--- config.mk ---
export PLATFORM = sky130hd
export DESIGN_NAME = hbsa_find
export DESIGN_NICKNAME = d
export VERILOG_FILES = /design/src/hw/rtl/hbsa_find.sv
export SDC_FILE = /design/constraint.sdc
export NUM_CORES = 1
export LEC_CHECK = 0
export BUFFER_PORTS_ARGS = -buffer_cell sky130_fd_sc_hd__buf_4
export CAP_MARGIN = 20
export CORE_AREA = 2 2 39 41
export DETAILED_ROUTE_END_ITERATION = 8
export DIE_AREA = 0 0 41 43
export SYNTH_ARGS = -nofsm -noshare
export SYNTH_HDL_FRONTEND = slang
export SYNTH_SLANG_ARGS = --single-unit
--- constraint.sdc ---
create_clock -name vclk -period 0.8
set_input_delay 0.04 -clock vclk [all_inputs]
set_output_delay 0.04 -clock vclk [all_outputs]
set_load 0.02 [all_outputs]
--- src/hw/rtl/hbsa_find.sv ---
// ----------------------------------------------------------------------------
// hbsa_find: lowest clear bit search
// Returns the position of the lowest clear bit of a bitmap word and
// whether any clear bit exists. Shared by every tree level.
// ----------------------------------------------------------------------------
module hbsa_find #(
  parameter int FANOUT_LOG2 = 4
) (
  input  logic [(1<<FANOUT_LOG2)-1:0] word,
  output logic                        found,
  output logic [FANOUT_LOG2-1:0]      idx
);

  localparam int FAN = 1 << FANOUT_LOG2;

  always_comb begin
    found = 1'b0;
    idx   = '0;
    for (int i = FAN - 1; i >= 0; i--) begin
      if (!word[i]) begin
        found = 1'b1;
        idx   = FANOUT_LOG2'(i);
      end
    end
  end

endmodule

After elaboration in Yosys (flattened, before gate mapping)
Cells that the tools add are included.
{ "totals": {"regBits": 0, "latchBits": 0, "ramBits": 0, "romBits": 0, "input_bits": 16, "word_cells": 32, "n_memories": 0} }
{ "op_classes": {"addsub": 0, "multipliers": 0, "n_div": 0, "order_cmp": 0, "eq_ne": 0, "shift": 0, "n_mux": 32, "n_bitwise": 0, "n_reduce_logical": 0} }
{ "ops": {"columns": ["operator", "count"], "rows": [
  ["$mux 4", 16],
  ["$mux 1", 16]
]} }

Logic depth before layout (Yosys ltp)
Gate-level depths: netlist (run 1).
{ "logic_depth": {"depth_word": 16, "depth_mapped": 4, "ltp_nobuf": 4} }

Worst setup path after synthesis (run 1)
OpenSTA, ideal clock, no wires.
{ "synth_timing": {"path_type": "input port to output port", "from": "input port word[2]", "to": "output port idx[3]", "t_arrival_ps": 691, "required_ps": 760, "path_slack_ps": 69, "path_stages": 2, "cell_sequence": "nand4_1 nor3_1"} }
{ "synth_via": {"elab_chain_cells": 3} }
{ "synth_rtl": {"columns": ["element", "line_no", "rtl"], "rows": [
  ["start: declaration", "9", "input logic [(1<<FANOUT_LOG2)-1:0] word,"],
  ["$mux 4 (3 in series)", "20", "if (!word[i]) begin"],
  ["end: declaration", "11", "output logic [FANOUT_LOG2-1:0] idx"]
]} }
No other way between the ends.

Worst setup path in the final report (run 1)
{ "layout_timing": {"from": "input port word[13]", "to": "output port idx[2]"} }
{ "layout_via": {"elab_chain_cells": 14} }
{ "layout_rtl": {"columns": ["element", "line_no"], "rows": [
  ["$mux 4 (14 in series)", "20"]
]} }
No other way between the ends.

==> impl_metrics.tcl, run 1 <==
set metrics [dict create \
    critPathLaunch "word[13]" \
    power.density_nw_per_um2 450 \
    finalHoldViolCount 0 \
    die_area_um2 1760 \
    hold_class "primary input to output pin" \
    via_per_inst 4.48 \
    io_buffers 21 \
    grt_pass1_wl_um 986 \
    synthCells 34 \
    num_antenna_cells 0 \
    grt_use_met3_pct 0 \
    seqCellArea_um2 0 \
    place_congestion 0.692 \
    use_met2_pct 15.3 \
    routedWlPerCell_um 10.4 \
    drcViolationCount 0 \
    fin_crit_ps 798 \
    ios 21 \
    multi_input_area_um2 206 \
    leakage_nw 0.192 \
    ir_worst_vdd_uv 148 \
    synth.cell_area_um2 166 \
    via_count 327 \
    core_um2 1380 \
    synth_nets 50 \
    routed_wl_um 756 \
    area_growth_pct 165 \
    drive_gt1_share_pct 63.2 \
    drt_iter0_drc 7 \
    die_h_um 43 \
    fmax_mhz 1250 \
    final_common_cell "buf_4" \
    place_inst 72 \
    layout.cells.non_filler 73 \
    rows 14 \
    setup_tns_ps 0 \
    drt-pass1-iter-count 4 \
    slew_headroom_pct 86.6 \
    end_kind "output pin" \
    critical_path_class "primary input to output pin" \
    placed_area_um2 352 \
    startpoint_type "primary input" \
    seq_cell_count 0 \
    fill_cells 156 \
    ys_types 13 \
    ys_warn_count 0 \
    synth_seq_area_share_pct 0 \
    die_x_um 41 \
    final_cell_area_um2 440 \
    endpoint "idx[2]" \
    met1_usage_pct 8.23 \
    finalPower_mw 0.198 \
    timing.final.crit_share_pct 99.8 \
    arrival_ps 760 \
    required_ps 760 \
    worstHoldStart "word[0]" \
    first_global_vias 283 \
    grt_max_degree 6 \
    setup_viol 0 \
    busiest_layer "met2" \
    overflow 0 \
    avgSynthCellArea_um2 4.89 \
    n_clock_buffer 0 \
    fin_nets 75 \
    ant_nets 0 \
    groute.usage.overall_pct 7.49 \
    worst_slew_pin_slew_ps 200 \
    antenna_found_initial 0 \
    layout_common_cells "buf_4, nand2_1, nand4_1" \
    rsz0062_at_grt "yes" \
    status "completed" \
    start_util_pct 12.0 \
    crit_fanout 3 \
    finalMaxSlewViolations 0 \
    maxCapViolCount 0 \
]
==> routing by layer <==
layer  vias up  share of wire, %
met5         -                 0
met3         0               7.5
li1        170                 -
met4         0                 0
met2        11                58
met1       146                35
==> synth_stat cells <==
library cell | number | area share [%]
a21oi_1 | 2 | 6.0
nand3_1 | 1 | 3.0
o21ai_1 | 2 | 6.0
o21a_1 | 1 | 4.5
nand4_1 | 4 | 15
a31oi_1 | 2 | 7.5
a311oi_1 | 1 | 5.3
nor3_1 | 2 | 6.0
o21ai_0 | 3 | 9.0
nand2_2 | 1 | 3.8
inv_1 | 4 | 9.0
nand2_1 | 7 | 16
nor2_1 | 4 | 9.0
==> where the power goes <==
part | internal [mW] | switching [mW] | total, mW
logic | 0.106 | 0.0925 | 0.198
clock network | 0 | 0 | 0
registers | 0 | 0 | 0
==> worst max-delay path, stage by stage <==
cell and delay, ps:
buf_8 80, nand4_1 140, buf_4 170, a21oi_2 110
nor2_1 60, buf_4 150
==> worst min path at each step <==
stage | slack (ps) | depth (start not counted) | to
after floorplan | 260 | 2 | idx[0]
after global placement | 450 | 4 | idx[0]
after detailed placement | 450 | 4 | idx[0]
after CTS | 450 | 4 | idx[0]
after global routing | 490 | 4 | idx[0]
final | 460 | 4 | idx[0]
==> logic make-up after synthesis <==
group / Yosys count / share of synthesized area (%)
AND/OR/NAND/NOR: 19 / 52.6
AO/OA/AOI/OAI: 11 / 38.3
buffers and inverters: 4 / 9.02
==> what timing repair did <==
item                                    CTS  global route
buffers inserted                          0             1
gates resized for setup                   3            19
endpoints found under the setup margin    3             5
pin swaps                                 2             8
hold buffers                              0             0
==> cell type report <==
class | count | share of cell area, %
multi-input combinational | 30 | 46.9
timing repair buffer | 23 | 45.2
tap | 16 | 4.55
inverter | 4 | 3.41
==> per-stage QoR <==
step           worst slack, ps  hold WS, ps  utilization [%]
2_1_floorplan             69.1          259                -
3_3_place_gp             -43.1          454             25.4
3_5_place_dp             -34.7          446             25.4
4_1_cts                   5.28          447             25.8
5_1_grt                  -23.3          488             31.8
6_report                  1.61          457             31.8
No activity file was read; power rests on OpenSTA's default activity.
==> inputs of run 2 (changes only) <==
- clock period: 0.8 -> 0.9 ns (I/O delays scaled with it)
==> run 2 against run 1 <==
Effect of this change:
- hold slack worse by 4.8 ps
- critical path depth unchanged
- flip-flop and latch count is the same
- first-iteration DRC count shrank 14%
==> impl_metrics.tcl, run 2 (synthesized netlist as in run 1, its figures left out) <==
set metrics [dict create \
    final_common_cell "buf_4" \
    setup_viol 0 \
    ant_nets 0 \
    power.density_nw_per_um2 383 \
    via_per_inst 4.30 \
    dp_hpwl_um 559 \
    io_buffers 21 \
    seq_cell_count 0 \
    drcViolationCount 0 \
    startpoint_type "primary input" \
    die_x_um 41 \
    fin_crit_ps 840 \
    ir_worst_vdd_uv 117 \
    core_um2 1380 \
    routedWlPerCell_um 8.69 \
    overflow 0 \
    arrival_ps 800 \
    cts_hold_buf 0 \
    num_antenna_cells 0 \
    drt_iter0_drc 6 \
    seqCellArea_um2 0 \
    end_kind "output pin" \
    crit_fanout 3 \
    worst_slew_pin_slew_ps 261 \
    cts_setup_buffers 0 \
    routed_wl_um 617 \
    die_area_um2 1760 \
    first_global_vias 265 \
    leakage_nw 0.165 \
    finalMaxSlewViolations 0 \
    fill_cells 162 \
    required_ps 850 \
    fmax_mhz 1190 \
    critPathLaunch "word[14]" \
    timing.final.crit_share_pct 93.4 \
    area_growth_pct 110 \
    hold_class "primary input to output pin" \
    drt-pass1-iter-count 4 \
    grt_max_degree 6 \
    grt_pass1_wl_um 876 \
    rows 14 \
    ios 21 \
    rsz0062_at_grt "no" \
    setup_tns_ps 0 \
    start_util_pct 12.0 \
    groute.usage.overall_pct 6.49 \
    die_h_um 43 \
    finalHoldViolCount 0 \
    utilization_pct 25.2 \
    layout_common_cells "buf_4, nand2_1, nand4_1, nor2_1" \
    drive_gt1_share_pct 43.6 \
    via_count 305 \
    antenna_found_initial 0 \
    multi_input_area_um2 156 \
    place_congestion 0.701 \
    endpoint "idx[0]" \
    slew_headroom_pct 82.5 \
    maxCapViolCount 0 \
    n_clock_buffer 0 \
    critical_path_class "primary input to output pin" \
    status "completed" \
    fin_nets 73 \
]
[run 2: changes by cell type in the layout (fill, tap and decap cells not counted), moves of 2 or more]
cell,previous run,this run
buf_8,2,0
a21oi_1,0,2
a21oi_2,2,0
buf_6,3,0
nand2_1,5,7
buf_4,18,21
[run 2: worst min path at each step]
stage                 start  endpoint  cells past startpoint  slack, ps
CTS                 word[0]    idx[0]                      4        460
finish              word[0]    idx[0]                      4        450
global placement    word[0]    idx[0]                      4        460
global route        word[0]    idx[0]                      4        470
detailed placement  word[0]    idx[0]                      4        460
floorplan           word[0]    idx[0]                      2        270
[run 2: stage by stage]
| step | cells | cell area [um^2] | setup WS (ps) | hold slack, ps | power, mW |
|---|---|---|---|---|---|
| 3_5_place_dp | 71 | 344 | 34.8 | 455 | 0.132 |
| 3_3_place_gp | 71 | 344 | 48.4 | 465 | 0.130 |
| 2_1_floorplan | 34 | 166 | 159 | 269 | 0.0431 |
| 6_report | 71 | 349 | 59.7 | 452 | 0.134 |
| 5_1_grt | 71 | 349 | 9.53 | 474 | 0.146 |
| 4_1_cts | 71 | 344 | 34.8 | 455 | 0.132 |
[run 2: what timing repair did]
action / 4_1_cts / 5_1_grt
gates resized for setup: 0 / 3
hold endpoints to repair: 0 / 0
endpoints found under the setup margin: 0 / 2
[run 2: area by class of cell]
cell class                      count  area share (%)
Inverter                            4            4.30
Multi-Input combinational cell     30            44.8
Tap cell                           16            5.73
Timing Repair Buffer               21            45.2
[run 2: power by group]
| part | internal [mW] | switching, mW |
|---|---|---|
| clock | 0 | 0 |
| combinational | 0.0711 | 0.0626 |
| sequential | 0 | 0 |
[run 2: critical path, cell delays in order]
cell and delay [ps]:
buf_4 120, inv_2 30, o21ai_1 40, a311oi_1 300
o21ai_1 90, buf_4 160
[run 2: metal layers]
metal / up-vias / track usage (%) / part of all wire [%]
met5: - / 0 / 0
met4: 0 / 0 / 0
met3: 0 / 0.524 / 10
met2: 11 / 12.5 / 46
met1: 127 / 7.59 / 44
li1: 167 / - / -
