**src/hw/rtl/hbsa_ram.sv**
```systemverilog
// ----------------------------------------------------------------------------
// hbsa_ram: generic single-write, single-read memory
// One write port and one read port; read data is registered and holds
// its value until the next read.
// ----------------------------------------------------------------------------
module hbsa_ram #(
  parameter int WIDTH = 16,
  parameter int DEPTH = 16
) (
  input  logic                     clk,
  input  logic                     we,
  input  logic [$clog2(DEPTH)-1:0] waddr,
  input  logic [WIDTH-1:0]         wdata,
  input  logic                     re,
  input  logic [$clog2(DEPTH)-1:0] raddr,
  output logic [WIDTH-1:0]         rdata
);

  logic [WIDTH-1:0] mem [DEPTH];

  always_ff @(posedge clk) begin
    if (we) begin
      mem[waddr] <= wdata;
    end
    if (re) begin
      rdata <= mem[raddr];
    end
  end

endmodule

```
**config.mk**
```make
export PLATFORM = sky130hd
export DESIGN_NAME = hbsa_ram
export DESIGN_NICKNAME = d
export VERILOG_FILES = /design/src/hw/rtl/hbsa_ram.sv
export SDC_FILE = /design/constraint.sdc
export NUM_CORES = 1
export LEC_CHECK = 0
export ABC_AREA = 1
export BUFFER_PORTS_ARGS = -buffer_cell sky130_fd_sc_hd__buf_2
export CAP_MARGIN = 5
export CORE_UTILIZATION = 45
export CTS_CLUSTER_DIAMETER = 150
export DETAILED_ROUTE_END_ITERATION = 8
export PLACE_DENSITY = 0.73
export REMOVE_ABC_BUFFERS = 1
export SYNTH_ARGS = -nofsm -noshare
export SYNTH_HDL_FRONTEND = slang
export SYNTH_SLANG_ARGS = --single-unit
```
**constraint.sdc**
```tcl
create_clock -name clk -period 1.7 [get_ports clk]
set_clock_uncertainty 0.15 [all_clocks]
set_input_delay 0.34 -clock clk [delete_from_list [all_inputs] [get_ports clk]]
set_output_delay 0.34 -clock clk [all_outputs]
set_load 0.02 [all_outputs]
```
== After elaboration in Yosys (flattened, before gate mapping) ==
Memories as Yosys holds them, arrays and structs flattened. A register that Yosys moved wholly into a read port is not among the register bits.
Index checks and enable logic that the tools add are counted.
Widths: inputs -> output; s select.
Storage, ports and cells
  memories: 1
  logic and storage cells: 3
  input port bits: 27
  bits in writable memories: 256
  output and inout bits: 16
  register bits after elaboration: 0
Operators by class
  multiplexer cells: 2
Memory list
  mem: depth 16, width 16, rd ports 1, clocked after memory_dff 1, write ports 1, RTL line 19  | logic [WIDTH-1:0] mem [DEPTH];
Operator list (count)
  $mux 1: 2

== Logic depth before layout (Yosys ltp) ==
Gate-level depths: netlist of the first run.
  word-level depth: 2
  depth in mapped cells: 9

== Least setup slack after synthesis of the first run ==
Ideal clock, no wire load.
  path kind: input-to-reg
  start point: input waddr[2]
  end point: memory mem[10][0], enable pin
  arrival: 1251 ps
  data required time: 1162 ps
  path buffers: 0
  stages: 2
  path slack: -90 ps
  cell sequence: nand3b_1 > nor2_1
RTL lines
  start: declaration: RTL line 12  | input logic [$clog2(DEPTH)-1:0] waddr,
  end: declaration: RTL line 19
No word-level cell before the write port.

== Worst setup path in the final report of the first run ==
  start point: register rdata[12] (read register of mem)
  end point: output rdata[12]
RTL lines
  start: declaration: RTL line 16  | output logic [WIDTH-1:0] rdata
No word-level cell between the ends.

==> results of run 1 <==
routing by layer:
| layer | vias up | track usage | wire length (um) |
|---|---|---|---|
| met5 | - | 0 | 0 |
| met4 | 0 | 0.0712 | 703 |
| met3 | 52 | 0.0255 | 1490 |
| met2 | 265 | 0.356 | 13000 |
| met1 | 3555 | 0.263 | 10800 |
| li1 | 3615 | - | - |
flip-flops by register name (all words and copies together) (netlist names):
register and cells:
mem 256, rdata 16
where the power goes:
group | switching [mW] | internal (mW)
combinational | 0.644 | 0.296
clock | 2.30 | 3.18
sequential | 0.0434 | 7.55
metrics by stage:
step                cell area (um^2)  total power, mW  cells  TNS [ps]
floorplan                      11200             8.17   1023    -23790
detailed placement             12500             8.68   1447     -52.8
finish                         13300             14.0   1492         0
global route                   13300             14.5   1492         0
CTS                            13300             14.1   1492         0
global placement               12500             8.65   1447     -44.6
cell type report:
type | instances | area (um^2)
clock buffers | 32 | 694
clock inverters | 13 | 108
fillers | 2119 | 11900
inverters | 198 | 744
multi-input cells | 553 | 2360
flip-flops and latches | 272 | 8170
well taps | 330 | 413
repair buffers | 94 | 803
cells by family after synthesis:
kind of cell | count (synthesis) | synth area share
buffers and inverters | 249 | 0.0909
AND/OR/NAND/NOR | 553 | 0.201
flip-flops | 272 | 0.708
worst max path at each step:
stage,startpoint,endpoint,slack [ps],cells after the start
after floorplan,raddr[0],rdata[12],-420,6
after global placement,raddr[0],rdata[2],-20,9
after detailed placement,raddr[0],rdata[11],-20,9
after CTS,rdata[12],rdata[12],50,1
after global routing,rdata[12],rdata[12],40,1
final,rdata[12],rdata[12],50,1
cells in the final DEF (no fill, tap or decap), drive strengths merged:
master,Yosys,final
buf,41,94
nand3,193,193
clkinv,0,11
bufinv,0,2
edfxtp,272,272
nor2,17,17
nand2,341,341
clkbuf,10,32
inv,198,197
clkinvlp,0,1
nand3b,2,2
==> flow_summary.toml, run 1 <==
[cells_and_area]
drive_gt1_frac = 0.124
fin_nets = 1173
finish.utilization = 0.528
num_antenna_cells = 0
area_growth_pct = 15.2

[worst_setup_path]
crit_fanout = 1
path_buf_inv = 1
cp_data_arrival_time_ps = 1160
crit_family = "flip-flops"
start_kind = "flop"
cp_slowest_cell = "edfxtp_1"
critPathCaptureType = "output port"
r2r_cells = 6
reg2reg_from = "mem[13][3]"
slowest_delay_ps = 440
worstSetupPathType = "flop to output port"
rrSetupSlack_ps = 460
worstPathCellList = "buf_2"
cp.required_ps = 1210
r2r_end = "rdata[3]"

[drt]
firstDrtPassIters = 7
postRouteAntennaNets = 0
drt_iter0_drc = 711
post-route-drc-count = 0
num_vias = 7487
routedWlPerCell_um = 17.4
drt_wl_total_um = 26000
vias_per_cell = 5.02

[clock_network]
clock_path_buffers = 3
cts_tree = "done"
clock_latency_ps = 520
clkTransAtPathRegs_ps = 60
cts_resized = 0
cts_buffers = 27
cts_setup_buffers = 0
hold_buffers = 0
clkSinkCount = 272
htree_num_levels = 1
cts_root_buf = "clkbuf_16"

[timing]
setup_ws_ps = 54.4
setup_viol = 0
tightest_slew_ps = 443
slew_headroom = 0.705
min_period_ps = 1650
hold_viol_final = 0
post-route-period-util = 0.968
rsz0062_at_grt = "false"
max_freq_mhz = 608
finalMaxSlewViolations = 0
whs_ps = 36.5

[logic_synthesis]
synth-seq-area-share = 0.708
yosysWarnings = 0
synthCells = 1074
synthArstFlopShare = 0
yosys-top-cells-count = "nand2_1, edfxtp_1, inv_1"
synth-main-ff-cell = "edfxtp_1"
synth_area_per_cell_um2 = 10.7
synth-edff-count = 272
synth_top_cell_area_share = 0.708
synth_top_area_cell = "edfxtp_1"
yosys-top-cells-area = "edfxtp_1, nand2_1, nand3_1"
ys_ff_latch = 272
yosysMostFrequentCell = "nand2_1"
syn_area_um2 = 11500
ys_types = 12

[die]
core.rowCount = 58
start_util = 0.458
die-area_um2 = 26300
core_area_um2 = 25200
io_pins = 43
die_x_um = 162
die_h_um = 162

[global_route]
grt_use_total = 0.204
gr-total-overflow = 0
grt_antenna_before_repair = 0
grt_max_degree = 55
grt_pass1_wl_um = 40600
grt_pass1_vias = 7495

[worst_hold_path]
holdPathStages = 1
holdPathEnd = "mem[8][10]"
hp-start = "wdata[10]"
min_path_type = "input port to flop"

[power_and_ir_drop]
powerDensity_nw_per_um2 = 1050
p_leak_nw = 5.67
peakVddDrop_mv = 0.795

[placement]
gp_congestion = 0.813
dp_slack_ps = -17.5
dp_hpwl_um = 15700
port_buffers = 42

[status]
status = "finished clean"

[flow_run]
max_cap_violations = 0
(Power assumes the default switching activity.)
==> inputs of run 2 (changes only) <==
--- a/config.mk
+++ b/config.mk
@@ -11,6 +11,7 @@
 export CORE_UTILIZATION = 45
 export CTS_CLUSTER_DIAMETER = 150
 export DETAILED_ROUTE_END_ITERATION = 8
+export HOLD_SLACK_MARGIN = 0.06
 export PLACE_DENSITY = 0.73
 export REMOVE_ABC_BUFFERS = 1
 export SYNTH_ARGS = -nofsm -noshare
==> flow_summary.toml, run 2 (same netlist as run 1, synthesis figures left out) <==
[status]
status = "finished clean"

[worst_setup_path]
worstPathCellList = "buf_2"
path_depth = 1
r2r_cells = 6
critPathCaptureType = "output port"
crit_family = "flip-flops"
worstSetupPathType = "flop to output port"
slowest_delay_ps = 430
cp.required_ps = 1210
crit_fanout = 1
cp_data_arrival_time_ps = 1130
path_buf_inv = 1
r2r_end = "rdata[3]"
endpoint = "rdata[7]"
startpoint = "rdata[7]"
cp_slowest_cell = "edfxtp_1"
start_kind = "flop"
rrSetupSlack_ps = 460
reg2reg_from = "mem[13][3]"

[clock_network]
cts_setup_buffers = 0
cts_tree = "done"
clock_path_buffers = 3
clkSinkCount = 272
cts_root_buf = "clkbuf_16"
clock_latency_ps = 520
htree_num_levels = 1
clkTransAtPathRegs_ps = 60
cts_buffers = 27

[timing]
setup_viol = 0
rsz0062_at_grt = "false"
slew_headroom = 0.698
tightest_slew_ps = 453
hold_viol_final = 0
setup_ws_ps = 77.8
min_period_ps = 1620
post-route-period-util = 0.954
max_freq_mhz = 616
finalMaxSlewViolations = 0

[cells_and_area]
fill_cells = 2112
reg_top3 = "mem x256, rdata x16"
largest-register = "mem"
drive_gt1_frac = 0.122
area_growth_pct = 16.5
largest_register_ffs = 256
fin_nets = 1188
final_common_cell = "nand2_1"
final_cell_mix = "nand2_1, edfxtp_1, inv_1"
num_antenna_cells = 0
seqCellArea_um2 = 8170
multi_input_area_um2 = 2360

[drt]
firstDrtPassIters = 5
post-route-drc-count = 0
num_vias = 7510
drt_wl_total_um = 25900
vias_per_cell = 4.98
postRouteAntennaNets = 0
routedWlPerCell_um = 17.2
drt_iter0_drc = 726

[placement]
port_buffers = 42
dp_hpwl_um = 15700
gp_congestion = 0.813
dp_slack_ps = -17.5

[die]
core_area_um2 = 25200
die-area_um2 = 26300
die_h_um = 162
core.rowCount = 58
start_util = 0.458
die_x_um = 162
io_pins = 43

[global_route]
grt_pass1_vias = 7571
grt_antenna_before_repair = 0
grt_pass1_wl_um = 40700
grt_use_total = 0.205
gr-total-overflow = 0
grt_max_degree = 55

[worst_hold_path]
min_path_type = "input port to flop"

[power_and_ir_drop]
finalPower_mw = 14.0
powerDensity_nw_per_um2 = 1040
p_leak_nw = 5.73
peakVddDrop_mv = 0.795

[flow_run]
max_cap_violations = 0
[run 2: cell count changes in the layout (fill, tap and decap cells not counted)]
cell           before  now
dlygate4sd3_1       0   15
[run 2: worst min path at each step]
stage          slack (ps)  cells after the start  startpoint         end
2_1_floorplan         290                      0    wdata[0]   mem[0][0]
3_3_place_gp          560                      6  mem[4][12]   rdata[12]
3_5_place_dp          570                      6  mem[4][12]   rdata[12]
4_1_cts                60                      1    wdata[8]   mem[1][8]
5_1_grt                70                      1    wdata[8]   mem[1][8]
6_report               90                      1    wdata[8]  mem[13][8]
[run 2: final cells by class]
| type | instances | area share |
|---|---|---|
| clock buffers | 32 | 0.0516 |
| repair buffers | 109 | 0.0709 |
| flip-flops and latches | 272 | 0.607 |
| multi-input cells | 553 | 0.176 |
| clock inverters | 13 | 0.00800 |
| inverters | 198 | 0.0554 |
| well taps | 330 | 0.0307 |
[run 2: power breakdown]
group          leakage, nW  switching (mW)  internal [mW]  total (mW)
clock network        0.387            2.30           3.18        5.48
registers             2.47          0.0430           7.55        7.60
logic                 2.87           0.648          0.319       0.967
[run 2: through the flow]
step                      std cells  TNS [ps]   util  hold slack [ps]  area [um^2]
final                          1507         0  0.534             87.2        13400
after global routing           1507         0  0.534             72.0        13400
after CTS                      1507         0  0.534             63.8        13400
after detailed placement       1447     -52.8  0.496              570        12500
after global placement         1447     -44.6  0.496              559        12500
after floorplan                1023    -23790      -              289        11200
[run 2: timing repair]
item                      in CTS  in global routing
resized for setup              0                  0
hold buffers                  15                  0
hold endpoints to repair     234                  0
[run 2: metal layers]
metal | track usage | share of wire
met1 | 0.261 | 0.42
met2 | 0.359 | 0.50
met3 | 0.0255 | 0.056
met4 | 0.0712 | 0.027
met5 | 0 | 0
==> inputs of run 3 (changes only) <==
--- a/config.mk
+++ b/config.mk
@@ -5,14 +5,13 @@
 export SDC_FILE = /design/constraint.sdc
 export NUM_CORES = 1
 export LEC_CHECK = 0
-export ABC_AREA = 1
 export BUFFER_PORTS_ARGS = -buffer_cell sky130_fd_sc_hd__buf_2
 export CAP_MARGIN = 5
 export CORE_UTILIZATION = 45
 export CTS_CLUSTER_DIAMETER = 150
 export DETAILED_ROUTE_END_ITERATION = 8
 export HOLD_SLACK_MARGIN = 0.06
-export PLACE_DENSITY = 0.73
+export PLACE_DENSITY = 0.74
 export REMOVE_ABC_BUFFERS = 1
 export SYNTH_ARGS = -nofsm -noshare
 export SYNTH_HDL_FRONTEND = slang
==> constraint.sdc (replaced) <==
create_clock -name clk -period 1.7 [get_ports clk]
set_clock_uncertainty 0.15 [all_clocks]
set_input_delay 0.34 -clock clk [delete_from_list [all_inputs] [get_ports clk]]
set_output_delay 0.34 -clock clk [all_outputs]
set_load 0.005 [all_outputs]
==> flow_summary.toml, run 3 <==
[timing]
finalMaxSlewViolations = 0
rsz0062_at_grt = "false"
tightest_slew_ps = 311
whs_ps = 65.2
tns_ps = 0
min_period_ps = 1590
max_freq_mhz = 630
slew_headroom = 0.792
hold_viol_final = 0
post-route-period-util = 0.934
setup_viol = 0

[worst_setup_path]
worstSetupPathType = "flop to output port"
crit_family = "flip-flops"
path_buf_inv = 1
critPathCaptureType = "output port"
start_kind = "flop"
cp.required_ps = 1210
crit_fanout = 1
worstPathCellList = "buf_2"
slowest_delay_ps = 430
cp_data_arrival_time_ps = 1100
cp_slowest_cell = "edfxtp_1"

[status]
status = "finished with violations"
violations = "DRC"

[die]
die_h_um = 153
start_util = 0.463
core.rowCount = 54
die_x_um = 153
io_pins = 43
core_area_um2 = 22000
die-area_um2 = 23300

[logic_synthesis]
yosysMostFrequentCell = "edfxtp_1"
synth_area_per_cell_um2 = 23.6
ys_types = 18
synth_top_area_cell = "edfxtp_1"
ys_ff_latch = 272
synth_top_cell_area_share = 0.800
synthCells = 432
yosys-top-cells-count = "edfxtp_1, mux4_2, a22oi_1"
syn_area_um2 = 10200
synthArstFlopShare = 0
yosysWarnings = 0
synth-edff-count = 272
yosys-top-cells-area = "edfxtp_1, mux4_2, mux4_1"
synth-main-ff-cell = "edfxtp_1"
synth-seq-area-share = 0.800

[power_and_ir_drop]
powerDensity_nw_per_um2 = 1110
p_leak_nw = 3.98
peakVddDrop_mv = 0.571

[global_route]
grt_pass1_wl_um = 31700
grt_antenna_before_repair = 0
grt_use_total = 0.187
gr-total-overflow = 0
grt_max_degree = 25
grt_pass1_vias = 5004

[cells_and_area]
area_growth_pct = 19.6
reg_top3 = "mem x256, rdata x16"
finish.utilization = 0.554
final_cell_mix = "edfxtp_1, mux4_2, buf_2"
num_antenna_cells = 0
final_common_cell = "edfxtp_1"
final_area_um2 = 12200
fill_cells = 1610
largest-register = "mem"
drive_gt1_frac = 0.338
largest_register_ffs = 256
fin_nets = 560

[drt]
postRouteAntennaNets = 0
firstDrtPassIters = 7
num_vias = 4785
drt_iter0_drc = 461
routedWlPerCell_um = 25.4
post-route-drc-count = 3
drt_wl_total_um = 21100
vias_per_cell = 5.76

[clock_network]
clock_latency_ps = 510
clkTransAtPathRegs_ps = 70
htree_num_levels = 1
cts_buffers = 24
cts_setup_buffers = 0
cts_tree = "done"
clkSinkCount = 272
cts_root_buf = "clkbuf_16"
clock_path_buffers = 3

[placement]
gp_congestion = 0.727
dp_hpwl_um = 11500
placed_area_um2 = 11300
port_buffers = 42

[worst_hold_path]
min_path_type = "input port to flop"

[flow_run]
max_cap_violations = 0
-- run 3: cell count changes in the layout (fill, tap and decap cells not counted), sizes merged, moves of 2 or more --
cell,change
nand2,-324
nor3,+4
buf,-11
inv,-197
a22oi,+32
dlygate4sd3,-2
nand3,-192
mux4,+64
nor2,-4
nor2b,+2
nand2b,+2
-- run 3: kinds of logic after synthesis --
family | share of synthesized area
buffers and inverters | 0.0121
AOI/OAI and AO/OA | 0.0235
and+or+nand+nor | 0.0189
muxes | 0.145
DFF | 0.800
-- run 3: area by class of cell --
cell class	instances	area, um^2	area share
clock buffers	31	648	0.0531
flip-flops and latches	272	8170	0.669
multi-input cells	139	1960	0.161
well taps	280	350	0.0287
repair buffers	96	963	0.0790
clock inverters	13	110	0.00902
-- run 3: timing repair --
action                    4_1_cts  5_1_grt
resized for setup               0        0
hold buffers                   13        0
hold endpoints to repair      174        0
-- run 3: final timing paths --
kind / from / end / slack [ps] / cells after the start
hold / removal: wdata[0] / mem[13][0] / 70 / 1
setup / recovery: rdata[1] / rdata[1] / 110 / 1
hold reg to reg: mem[4][12] / rdata[12] / 600 / 3
setup reg to reg: mem[8][4] / rdata[4] / 120 / 3
-- run 3: routing by layer --
layer | wire length [um] | GRT usage | up-vias
met5 | 0 | 0 | -
met4 | 344 | 0.0457 | 0
met3 | 1740 | 0.0486 | 30
met2 | 10700 | 0.310 | 200
met1 | 8370 | 0.247 | 2502
li1 | - | - | 2053
-- run 3: metrics by stage --
| step | instances | setup WS, ps | power, mW |
|---|---|---|---|
| finish | 831 | 112 | 13.6 |
| global route | 831 | 56.0 | 13.9 |
| CTS | 831 | 84.7 | 13.7 |
| detailed placement | 774 | -387 | 8.47 |
| global placement | 774 | -360 | 8.43 |
| floorplan | 411 | -845 | 8.02 |
-- run 3: power by group --
| group | leakage, nW | switching [mW] | internal [mW] |
|---|---|---|---|
| clock network | 0.369 | 2.23 | 2.99 |
| logic | 1.14 | 0.398 | 0.354 |
| registers | 2.47 | 0.0410 | 7.55 |
